## config.mk

```make
export PLATFORM = sky130hd
export DESIGN_NAME = voice_allocator_oldest_steal_top
export DESIGN_NICKNAME = d
export VERILOG_FILES = /design/src/rtl/valloc_pkg.sv /design/src/rtl/valloc_cell.sv /design/src/rtl/voice_allocator_oldest_steal_top.sv
export SDC_FILE = /design/constraint.sdc
export NUM_CORES = 2
export LEC_CHECK = 0
export BUFFER_PORTS_ARGS = -buffer_cell sky130_fd_sc_hd__buf_2
export CAP_MARGIN = 20
export CELL_PAD_IN_SITES_DETAIL_PLACEMENT = 1
export CELL_PAD_IN_SITES_GLOBAL_PLACEMENT = 1
export CORE_MARGIN = 4
export CORE_UTILIZATION = 48
export CTS_BUF_LIST = sky130_fd_sc_hd__clkbuf_2
export CTS_CLUSTER_SIZE = 24
export DETAILED_ROUTE_END_ITERATION = 8
export GPL_ROUTABILITY_DRIVEN = 0
export PLACE_DENSITY = 0.74
export SLEW_MARGIN = 20
export SYNTH_ARGS = -nofsm -noshare
export SYNTH_HDL_FRONTEND = slang
export SYNTH_SLANG_ARGS = --single-unit
```

## constraint.sdc

```tcl
create_clock -name i_clk -period 3.1 [get_ports i_clk]
set_input_delay 0.155 -clock i_clk [delete_from_list [all_inputs] [get_ports i_clk]]
set_output_delay 0.155 -clock i_clk [all_outputs]
set_load 0.02 [all_outputs]
```

## src/rtl/valloc_pkg.sv

```systemverilog
// Shared types, codes and constants of the voice allocator.
package valloc_pkg;

    localparam int VOICE_COUNT_DEF = 16;
    localparam int VOICE_MAX       = 64;
    localparam int IDX_W           = 6;
    localparam int CNT_W           = 7;
    localparam int STAMP_W         = 32;
    localparam int NOTE_W          = 7;
    localparam int MASK_W          = 16;
    localparam int BCNT_W          = 5;
    localparam int CFG_ADDR_W      = 2;
    localparam int CFG_DATA_W      = 7;
    localparam int S_TDATA_W       = 24;
    localparam int M_TDATA_W       = 64;

    localparam logic [CFG_ADDR_W-1:0] CFG_MONO_MODE   = 2'd0;
    localparam logic [CFG_ADDR_W-1:0] CFG_TRANSPOSE   = 2'd1;
    localparam logic [CFG_ADDR_W-1:0] CFG_SOUND_LOADED = 2'd2;

    typedef enum logic [1:0] {
        ACT_NOTE_ON  = 2'd0,
        ACT_NOTE_OFF = 2'd1,
        ACT_FINISHED = 2'd2,
        ACT_STOP_ALL = 2'd3
    } t_action;

    typedef enum logic [1:0] {
        ST_IDLE,
        ST_LAUNCH,
        ST_SCAN,
        ST_WRITE
    } t_state;

    typedef struct packed {
        logic               free_found;
        logic [IDX_W-1:0]   free_idx;
        logic [IDX_W-1:0]   old_idx;
        logic [STAMP_W-1:0] old_stamp;
        logic [CNT_W-1:0]   count;
    } t_scan_rec;

    typedef struct packed {
        logic               clr;
        logic               wr;
        logic [STAMP_W-1:0] stamp;
    } t_cell_cmd;

endpackage

```

## src/rtl/valloc_cell.sv

```systemverilog
// One voice cell: holds busy flag and age stamp and updates the passing search record.
module valloc_cell #(
    parameter int CELL_INDEX = 0
) (
    input  logic                  i_clk,
    input  logic                  i_rst_n,
    input  valloc_pkg::t_cell_cmd i_cmd,
    input  valloc_pkg::t_scan_rec i_rec,
    input  logic                  i_rec_valid,
    output valloc_pkg::t_scan_rec o_rec,
    output logic                  o_rec_valid,
    output logic                  o_busy
);
    import valloc_pkg::*;

    logic               r_busy;
    logic [STAMP_W-1:0] r_stamp;
    t_scan_rec          r_rec;
    t_scan_rec          n_rec;
    logic               r_rec_valid;

    always_comb begin
        n_rec       = i_rec;
        n_rec.count = i_rec.count + CNT_W'(r_busy);
        if (!r_busy && !i_rec.free_found) begin
            n_rec.free_found = 1'b1;
            n_rec.free_idx   = IDX_W'(CELL_INDEX);
        end
        if (r_busy && (r_stamp < i_rec.old_stamp)) begin
            n_rec.old_idx   = IDX_W'(CELL_INDEX);
            n_rec.old_stamp = r_stamp;
        end
    end

    always_ff @(posedge i_clk) begin
        if (!i_rst_n) begin
            r_busy      <= 1'b0;
            r_rec_valid <= 1'b0;
        end else begin
            r_rec_valid <= i_rec_valid;
            if (i_cmd.wr) begin
                r_busy <= 1'b1;
            end else if (i_cmd.clr) begin
                r_busy <= 1'b0;
            end
        end
    end

    always_ff @(posedge i_clk) begin
        if (i_cmd.wr) begin
            r_stamp <= i_cmd.stamp;
        end
        if (i_rec_valid) begin
            r_rec <= n_rec;
        end
    end

    assign o_rec       = r_rec;
    assign o_rec_valid = r_rec_valid;
    assign o_busy      = r_busy;

endmodule

```

## src/rtl/voice_allocator_oldest_steal_top.sv

```systemverilog
// Top level of the voice allocator with oldest-voice stealing.
// A transaction is taken only in the idle state. Its search record then walks the chain
// of voice cells one cell per cycle, and the result is captured and committed to the
// output register; no new transaction is taken before the commit, and a result still
// waiting holds the commit.
// Reset: synchronous active-low; voices free; stamp counter, state and config zero.
module voice_allocator_oldest_steal_top #(
    parameter int VOICE_COUNT = valloc_pkg::VOICE_COUNT_DEF
) (
    input  logic                              i_clk,
    input  logic                              i_rst_n,
    input  logic                              i_s_tvalid,
    output logic                              o_s_tready,
    // note_number [6:0], velocity [13:7], finished_voice [17:14], zero fill above
    input  logic [valloc_pkg::S_TDATA_W-1:0]  i_s_tdata,
    // action [1:0]
    input  logic [1:0]                        i_s_tuser,
    output logic                              o_m_tvalid,
    input  logic                              i_m_tready,
    // start_valid [0], start_voice [4:1], start_note [11:5], start_velocity [18:12],
    // stolen [19], stop_mask [35:20], release_mask [51:36], busy_count [56:52]
    output logic [valloc_pkg::M_TDATA_W-1:0]  o_m_tdata,
    input  logic                              i_cfg_we,
    input  logic [valloc_pkg::CFG_ADDR_W-1:0] i_cfg_addr,
    input  logic [valloc_pkg::CFG_DATA_W-1:0] i_cfg_wdata
);
    import valloc_pkg::*;

    logic              r_mono;
    logic [NOTE_W-1:0] r_transpose;
    logic              r_loaded;

    t_state r_state;
    t_state n_state;
    logic   w_accept;
    logic   w_launch;
    logic   w_commit;

    t_scan_rec               w_rec [0:VOICE_COUNT];
    logic [VOICE_COUNT:0]    w_vld;
    t_cell_cmd               w_cmd [0:VOICE_COUNT-1];
    logic [VOICE_COUNT-1:0]  w_busy;
    logic [MASK_W-1:0]       w_mask;

    t_action           w_act;
    logic [NOTE_W-1:0] w_in_note;
    logic [NOTE_W-1:0] w_in_vel;
    logic [3:0]        w_in_fin;
    logic [8:0]        w_sum;
    logic [NOTE_W-1:0] w_note_sat;
    logic              w_start_in;
    logic              w_clear_all;

    logic              r_start_en;
    logic [NOTE_W-1:0] r_note;
    logic [NOTE_W-1:0] r_vel;
    logic [MASK_W-1:0] r_stop_mask;
    logic [MASK_W-1:0] r_rel_mask;
    logic [STAMP_W-1:0] r_stamp_ctr;

    logic              r_free_found;
    logic [IDX_W-1:0]  r_free_idx;
    logic [IDX_W-1:0]  r_old_idx;
    logic [CNT_W-1:0]  r_count;

    logic [IDX_W-1:0]  w_target;
    logic              w_stolen;
    logic [CNT_W-1:0]  w_cnt_new;
    logic [BCNT_W-1:0] w_cnt_sat;
    logic [STAMP_W-1:0] w_stamp_next;

    logic                 r_out_valid;
    logic [M_TDATA_W-1:0] r_out_data;

    // Configuration registers.
    always_ff @(posedge i_clk) begin
        if (!i_rst_n) begin
            r_mono      <= 1'b0;
            r_transpose <= '0;
            r_loaded    <= 1'b0;
        end else if (i_cfg_we) begin
            unique case (i_cfg_addr)
                CFG_MONO_MODE:    r_mono      <= i_cfg_wdata[0];
                CFG_TRANSPOSE:    r_transpose <= i_cfg_wdata;
                CFG_SOUND_LOADED: r_loaded    <= i_cfg_wdata[0];
                default:          ;
            endcase
        end
    end

    // Input decode.
    assign w_act      = t_action'(i_s_tuser);
    assign w_in_note  = i_s_tdata[6:0];
    assign w_in_vel   = i_s_tdata[13:7];
    assign w_in_fin   = i_s_tdata[17:14];
    assign w_sum      = $signed({2'b00, w_in_note}) + $signed({{2{r_transpose[6]}}, r_transpose});
    assign w_note_sat = w_sum[8] ? '0 : (w_sum[7] ? 7'd127 : w_sum[6:0]);
    assign w_start_in = (w_act == ACT_NOTE_ON) && r_loaded;
    assign w_clear_all = w_accept && ((w_start_in && r_mono) || (w_act == ACT_STOP_ALL));

    // State machine.
    always_comb begin
        n_state = r_state;
        unique case (r_state)
            ST_IDLE:   if (w_accept) n_state = ST_LAUNCH;
            ST_LAUNCH: n_state = ST_SCAN;
            ST_SCAN:   if (w_vld[VOICE_COUNT]) n_state = ST_WRITE;
            ST_WRITE:  if (w_commit) n_state = ST_IDLE;
            default:   n_state = ST_IDLE;
        endcase
    end

    always_comb begin
        o_s_tready = 1'b0;
        w_launch   = 1'b0;
        w_commit   = 1'b0;
        unique case (r_state)
            ST_IDLE:   o_s_tready = 1'b1;
            ST_LAUNCH: w_launch   = 1'b1;
            ST_SCAN:   ;
            ST_WRITE:  w_commit   = !r_out_valid || i_m_tready;
            default:   ;
        endcase
    end

    assign w_accept = i_s_tvalid && o_s_tready;

    always_ff @(posedge i_clk) begin
        if (!i_rst_n) begin
            r_state <= ST_IDLE;
        end else begin
            r_state <= n_state;
        end
    end

    // Busy mask seen on the 16-bit mask fields.
    for (genvar b = 0; b < MASK_W; b++) begin : g_mask
        if (b < VOICE_COUNT) begin : g_on
            assign w_mask[b] = w_busy[b];
        end else begin : g_off
            assign w_mask[b] = 1'b0;
        end
    end

    // Transaction and search result capture.
    always_ff @(posedge i_clk) begin
        if (w_accept) begin
            r_start_en  <= w_start_in;
            r_note      <= w_note_sat;
            r_vel       <= w_in_vel;
            r_stop_mask <= ((w_start_in && r_mono) || (w_act == ACT_STOP_ALL)) ? w_mask : '0;
            r_rel_mask  <= (w_act == ACT_NOTE_OFF) ? w_mask : '0;
        end
        if ((r_state == ST_SCAN) && w_vld[VOICE_COUNT]) begin
            r_free_found <= w_rec[VOICE_COUNT].free_found;
            r_free_idx   <= w_rec[VOICE_COUNT].free_idx;
            r_old_idx    <= w_rec[VOICE_COUNT].old_idx;
            r_count      <= w_rec[VOICE_COUNT].count;
        end
    end

    // Chain of voice cells.
    always_comb begin
        w_rec[0].free_found = 1'b0;
        w_rec[0].free_idx   = '0;
        w_rec[0].old_idx    = '0;
        w_rec[0].old_stamp  = '1;
        w_rec[0].count      = '0;
    end
    assign w_vld[0] = w_launch;

    assign w_stolen     = !r_free_found;
    assign w_target     = w_stolen ? r_old_idx : r_free_idx;
    assign w_stamp_next = r_stamp_ctr + STAMP_W'(1);

    for (genvar c = 0; c < VOICE_COUNT; c++) begin : g_cell
        always_comb begin
            w_cmd[c].clr   = w_clear_all ||
                             (w_accept && (w_act == ACT_FINISHED) &&
                              ({3'b000, w_in_fin} == CNT_W'(c)));
            w_cmd[c].wr    = w_commit && r_start_en && (w_target == IDX_W'(c));
            w_cmd[c].stamp = w_stamp_next;
        end

        valloc_cell #(
            .CELL_INDEX(c)
        ) u_cell (
            .i_clk       (i_clk),
            .i_rst_n     (i_rst_n),
            .i_cmd       (w_cmd[c]),
            .i_rec       (w_rec[c]),
            .i_rec_valid (w_vld[c]),
            .o_rec       (w_rec[c+1]),
            .o_rec_valid (w_vld[c+1]),
            .o_busy      (w_busy[c])
        );
    end

    // Commit and result register.
    assign w_cnt_new = r_count + CNT_W'(r_start_en && r_free_found);
    assign w_cnt_sat = (w_cnt_new > CNT_W'(31)) ? BCNT_W'(31) : w_cnt_new[BCNT_W-1:0];

    always_ff @(posedge i_clk) begin
        if (!i_rst_n) begin
            r_stamp_ctr <= '0;
            r_out_valid <= 1'b0;
        end else begin
            if (w_commit) begin
                r_out_valid <= 1'b1;
                if (r_start_en) begin
                    r_stamp_ctr <= w_stamp_next;
                end
            end else if (i_m_tready) begin
                r_out_valid <= 1'b0;
            end
        end
    end

    always_ff @(posedge i_clk) begin
        if (w_commit) begin
            r_out_data[0]     <= r_start_en;
            r_out_data[4:1]   <= r_start_en ? w_target[3:0] : 4'd0;
            r_out_data[11:5]  <= r_start_en ? r_note : '0;
            r_out_data[18:12] <= r_start_en ? r_vel : '0;
            r_out_data[19]    <= r_start_en && w_stolen;
            r_out_data[35:20] <= r_stop_mask;
            r_out_data[51:36] <= r_rel_mask;
            r_out_data[56:52] <= w_cnt_sat;
            r_out_data[63:57] <= '0;
        end
    end

    assign o_m_tvalid = r_out_valid;
    assign o_m_tdata  = r_out_data;

    // Checks.
    a_one_record: assert property (@(posedge i_clk) disable iff (!i_rst_n)
        $onehot0(w_vld))
        else $error("more than one search record in the cell chain");

    a_start_busy: assert property (@(posedge i_clk) disable iff (!i_rst_n)
        (o_m_tvalid && o_m_tdata[0]) |-> (o_m_tdata[56:52] != 5'd0))
        else $error("voice started but busy count is zero");

    a_stolen_ok: assert property (@(posedge i_clk) disable iff (!i_rst_n)
        (o_m_tvalid && o_m_tdata[19]) |-> (o_m_tdata[0] && (o_m_tdata[35:20] == 16'd0)))
        else $error("stolen voice without a start or with a hard stop");

    a_scan_wait: assert property (@(posedge i_clk) disable iff (!i_rst_n)
        ((r_state == ST_SCAN) && !w_vld[VOICE_COUNT]) |=> (r_state == ST_SCAN))
        else $error("scan left before the record reached the last cell");

endmodule
```

Yosys cells after proc, flatten, opt, wreduce, memory -nomap -nowiden
Index checks and enable logic that the tools add are counted.
{"block": "word_totals", "ff_bits": 1500, "latch_bits": 0, "ram_bits": 0, "romBits": 0, "in_bits": 40, "word_cells": 427, "mem_count": 0}
{"block": "op_classes", "addsub": 18, "multipliers": 0, "n_div": 0, "order_cmp": 17, "n_eq_ne": 41, "n_shift": 0, "mux": 58, "bitwise": 0, "n_reduce_logical": 149}
{"cell": "$lt A32 B32 Y1", "count": 15}
{"cell": "$mux W32", "count": 14}
{"cell": "$add A7 B1 Y7", "count": 15}
{"cell": "$logic_and A1 B1 Y1", "count": 72}
{"cell": "$eq A6 B4 Y1 const B", "count": 8}
{"cell": "$mux W1", "count": 37}
{"cell": "$reduce_bool A2 Y1", "count": 17}
{"cell": "$add A32 B1 Y32 const B", "count": 1}
{"cell": "$eq A4 B4 Y1 const B", "count": 8}
{"cell": "$logic_not A1 Y1", "count": 32}
{"cell": "$lt A32 B32 Y1 const B", "count": 1}
{"cell": "$eq A6 B3 Y1 const B", "count": 4}
{"cell": "$logic_or A1 B1 Y1", "count": 18}
{"cell": "$eq A4 B3 Y1 const B", "count": 4}
{"cell": "$mux W7", "count": 2}
{"cell": "$eq A6 B2 Y1 const B", "count": 2}
{"cell": "$eq A2 B2 Y1 const B", "count": 5}
{"cell": "$add A8 B7 Y9", "count": 1}
{"cell": "$eq A4 B2 Y1 const B", "count": 2}
{"cell": "$pmux W2 S4", "count": 1}
{"cell": "$reduce_and A2 Y1", "count": 4}
{"cell": "$gt A7 B5 Y1 const B", "count": 1}
{"cell": "$eq A2 B1 Y1 const B", "count": 3}
{"cell": "$eq A6 B1 Y1 const B", "count": 1}
{"cell": "10 further kinds", "count": 15}

Depth between registers and ports, before layout
{"block": "logic_depth", "word_depth": 8, "mapped_depth": 9, "ltp_nobuf": 9}

By module
A second synthesis with hierarchy kept.
{"block": "unflattened", "hier_cells": 7387, "hier_area_um2": 85907.4}
{"module": "valloc_cell at g_cell[10].u_cell ...", "n_inst": 10, "cells_each": 420, "area_each_um2": 4785.8, "seq_area_each_um2": 2562.5}
{"module": "valloc_cell at g_cell[1].u_cell ...", "n_inst": 4, "cells_each": 420, "area_each_um2": 5058.6, "seq_area_each_um2": 2562.5}
{"module": "voice_allocator_oldest_steal_top", "n_inst": 1, "cells_each": 667, "area_each_um2": 7781.2, "seq_area_each_um2": 4604.4}
{"module": "valloc_cell at g_cell[0].u_cell", "n_inst": 1, "cells_each": 420, "area_each_um2": 5261.3, "seq_area_each_um2": 2562.5}
{"module": "valloc_cell at g_cell[5].u_cell", "n_inst": 1, "cells_each": 420, "area_each_um2": 4772.1, "seq_area_each_um2": 2562.5}

Least setup slack after synthesis
OpenSTA, ideal clock, no wires.
{"block": "synth_timing", "kind": "reg-to-reg", "startpoint": "register r_state[0]", "endpoint": "register g_cell[0].u_cell.r_stamp[0], enable pin", "t_arrival_ns": 2.660, "path_slack_ns": 0.017, "stages_incl_launch_ff": 6, "synth_period_minus_slack_ns": 3.083, "path_cell_list": "dfxtp_1 > ha_1 > and3_1 > clkbuf_1 > o21ai_0 > nor2_1"}
{"element": "from (decl)", "line": "voice_allocator_oldest_steal_top.sv:33", "text": "t_state r_state;"}
{"element": "from (signal assigned)", "line": "voice_allocator_oldest_steal_top.sv:132", "text": "r_state <= n_state;"}
{"element": "to (signal assigned)", "line": "valloc_cell.sv:51", "text": "r_stamp <= i_cmd.stamp;"}
{"element": "to (decl)", "line": "valloc_cell.sv:17", "text": "logic [STAMP_W-1:0] r_stamp;"}

==> flow_summary.yaml <==
cells_and_area:
  final_area_sq_mm: 0.0714
  drive_gt1_frac: 0.251
  nets: 5517
  syn2layout_area_growth_pct: 12.6
  fill_cells: 12996
synth:
  synth_adder_area_share: 0.101
  synth_top_flop_cell: "edfxtp_1"
  synth_top_family_by_area: "adder cells"
  synth_area_sq_mm: 0.0634
  yosys.area_share.simple: 0.0755
  yosysUniqueCellTypes: 68
  yosys_register_bits: 1393
  synth_area_leaders: "edfxtp_1 (62%), ha_1 (10%), mux2_2 (7.9%), inv_1 (2.9%), dfxtp_1 (2.4%)"
  ys_warn_count: 0
  synth_xor_area_frac: 0.0160
  syn_avg_cell_area_sq_um: 14.5
  synthMuxAreaShare: 0.0815
  synth_top_area_share: 0.624
  synthMostInstantiatedCell: "edfxtp_1"
  synthArstFlopShare: 0
  synth-edff-count: 1317
  yosysSeqAreaShare: 0.648
  synthCells: 4373
  ys_top_cells_by_count: "edfxtp_1 (1317), ha_1 (509), inv_1 (485), mux2_2 (447), nand2_1 (200)"
  synth-compound-area-share: 0.0431
  yosys.area.top_type: "edfxtp_1"
detailed_routing:
  drcViolationCount: 0
  routed_wl_mm: 135
  routedWlPerCell_um: 19.3
  vias_per_cell: 5.22
  drtAntennaViolNets: 0
  via_count: 36417
  drt_pass1_iterations: 5
  drt-initial-drc-count: 1927
hold_path:
  hold_class: "in2reg"
  hold_depth: 7
  hold_end: "g_cell[12].u_cell.o_busy"
  min_from: "i_s_tdata[15]"
pwr:
  clockPowerShare: 0.345
  power.net_switching_mw: 8.38
  p_total_mw: 34.2
  power.leakage_nw: 27.1
  power_density_mw_per_mm2: 479
  p_comb_frac: 0.037
  p_sw_frac: 0.245
  worst_ir_drop_vdd_v: 0.000403
  internal_power_mw: 25.8
  seq_power_share: 0.618
worst_setup_path:
  r2r_slack_ps: 130
  setup.worst_path.end_class: "flop"
  required_ps: 4410
  cp-startpoint: "g_cell[8].u_cell.o_rec[8]"
  arrival_ps: 4280
  timing.rr.end: "g_cell[9].u_cell.o_rec[38]"
  startpoint_type: "flop"
  ff2ff_path_depth: 8
  path_max_fanout: 36
  crit-reg2reg-launch: "g_cell[8].u_cell.o_rec[8]"
  worst-setup-path-type: "reg2reg"
sta:
  fin_crit_ps: 2970
  max_freq_ghz: 0.337
  slew_headroom: 0.231
  fin_skew_ps: 145
  fin_crit_sh: 0.959
  setup_tns_ps: 0
  rsz0062_at_grt: "no"
  slew_viol_final: 0
  finalHoldViolCount: 0
  tightest_slew_ps: 1150
  setup_viol: 0
clock_tree:
  cts-htree-levels: 5
  cts_buffer_depth: 4
  cts_tree: "built"
  path_clk_slew_ps: 120
  insertion_delay_ps: 1670
  cts_buffers: 364
  cts_num_sinks: 1393
  cts_root_buf: "clkbuf_2"
  postCtsSetupBuffers: 0
run:
  maxCapViolCount: 0
die:
  start_util: 0.483
  num_io_pins: 106
  die_h_um: 371
  die-area_sq_mm: 0.138
  rows: 133
  die_w_um: 371
  core_sq_mm: 0.131
global_routing:
  antenna_found_initial: 3
  grt_pass1_vias: 40666
  grt_first_pass_wirelength_mm: 216
  grt_overflow: 0
  grt_use_total: 0.199
  grt_max_degree: 50
run_status:
  status: "completed"
placed_design:
  io_buffers: 92
  placed_area_sq_mm: 0.0671
  dp_hpwl_mm: 95.2
flip-flops by register name, indices dropped and copies added (netlist names):
signal,flops
r_transpose,7
o_m_tvalid,1
r_state,2
r_note,7
r_stop_mask,16
o_m_tdata,57
g_cell.u_cell.o_busy,16
g_cell.u_cell.o_rec,685
r_mono,1
r_free_found,1
r_rel_mask,16
r_vel,7
r_free_idx,4
r_count,7
r_loaded,1
r_start_en,1
r_old_idx,4
r_stamp_ctr,32
g_cell.u_cell.r_stamp,512
g_cell.u_cell.o_rec_valid,16
repair_timing:
item / CTS / global route
hold buffers: 110 / 1
endpoints found under the setup margin: 17 / 30
pin swaps: 0 / 1
hold endpoints to repair: 666 / 65
resized for setup: 2 / 8
power by group through the flow:
stage | combinational [mW] | clock (mW) | sequential, mW
4_1_cts | 1.24 | 12.2 | 21.1
6_report | 1.25 | 11.8 | 21.1
3_3_place_gp | 1.06 | 0 | 21.5
3_5_place_dp | 1.11 | 0 | 21.6
2_1_floorplan | 0.608 | 0 | 21.6
5_1_grt | 1.37 | 13.4 | 21.2
worst max path at each step:
stage,slack [ps],end
2_1_floorplan,20,g_cell[0].u_cell.r_stamp[0]
3_3_place_gp,140,g_cell[2].u_cell.o_rec[14]
3_5_place_dp,-10,g_cell[2].u_cell.o_rec[26]
4_1_cts,60,g_cell[9].u_cell.o_rec[38]
5_1_grt,1,g_cell[1].u_cell.o_rec[13]
6_report,130,g_cell[9].u_cell.o_rec[38]
metrics by stage:
stage / hold WS, ps / instances / setup slack, ps / utilization
3_3_place_gp: 333 / 6241 / 137 / 0.510
2_1_floorplan: 254 / 4379 / 17.3 / -
6_report: 234 / 6980 / 129 / 0.544
5_1_grt: 27.7 / 6979 / 1.13 / 0.544
3_5_place_dp: 333 / 6244 / -13.2 / 0.511
4_1_cts: 5.73 / 6969 / 60.4 / 0.542
worst max-delay path, stage by stage (launching register included):
cell and delay (ps):
edfxtp_1 400, inv_1 90, ha_1 230, a2111o_1 370
a32oi_1 280, o211ai_1 280, a311oi_4 390, buf_12 260
mux2_2 400
kinds of logic after synthesis:
family,count (synthesis)
flip-flops,1393
adder cells (fa/ha/maj),510
AND/OR/NAND/NOR,892
buffers and inverters,566
AO/OA/AOI/OAI,435
XOR/XNOR,116
other,1
multiplexers,460
area by class of cell:
type | instances | area (sq um) | share of cell area
antenna | 9 | 22.5 | 0.000315
multi-input combinational | 2420 | 20700 | 0.290
clock inverter | 91 | 355 | 0.00498
timing repair buffer | 303 | 2580 | 0.0361
tap | 1755 | 2200 | 0.0308
clock buffer | 524 | 2620 | 0.0367
sequential | 1393 | 41100 | 0.576
inverter | 485 | 1820 | 0.0255
cells in the final DEF, fill, tap and decap left out, types with 14 or more instances in the layout:
cell type	n
nor3_1	21
a221oi_1	15
buf_4	78
dfxtp_1	61
nor2_4	16
buf_12	20
inv_1	484
ha_1	507
nand2_1	199
dlygate4sd3_1	109
or2_2	51
nand2b_1	62
and2_1	98
a31oi_1	14
clkbuf_2	524
clkinv_1	76
xnor2_1	59
a21o_1	16
and4_1	35
buf_2	93
a21oi_1	181
nand4_1	58
nand3_1	83
o21ai_0	99
xor2_1	36
a211oi_1	16
nor2b_1	91
and3_1	31
edfxtp_1	1317
nor2_1	108
mux2_2	447
per-layer routing:
metal  track usage  wire length (um)  vias up
met5             0                 0        -
met4        0.0725              3490        0
met3        0.0383              5440      269
met2         0.349             69600      664
met1         0.245             56600    18065
li1              -                 -    17419
Note: power is estimated with default switching activity, not from simulation.
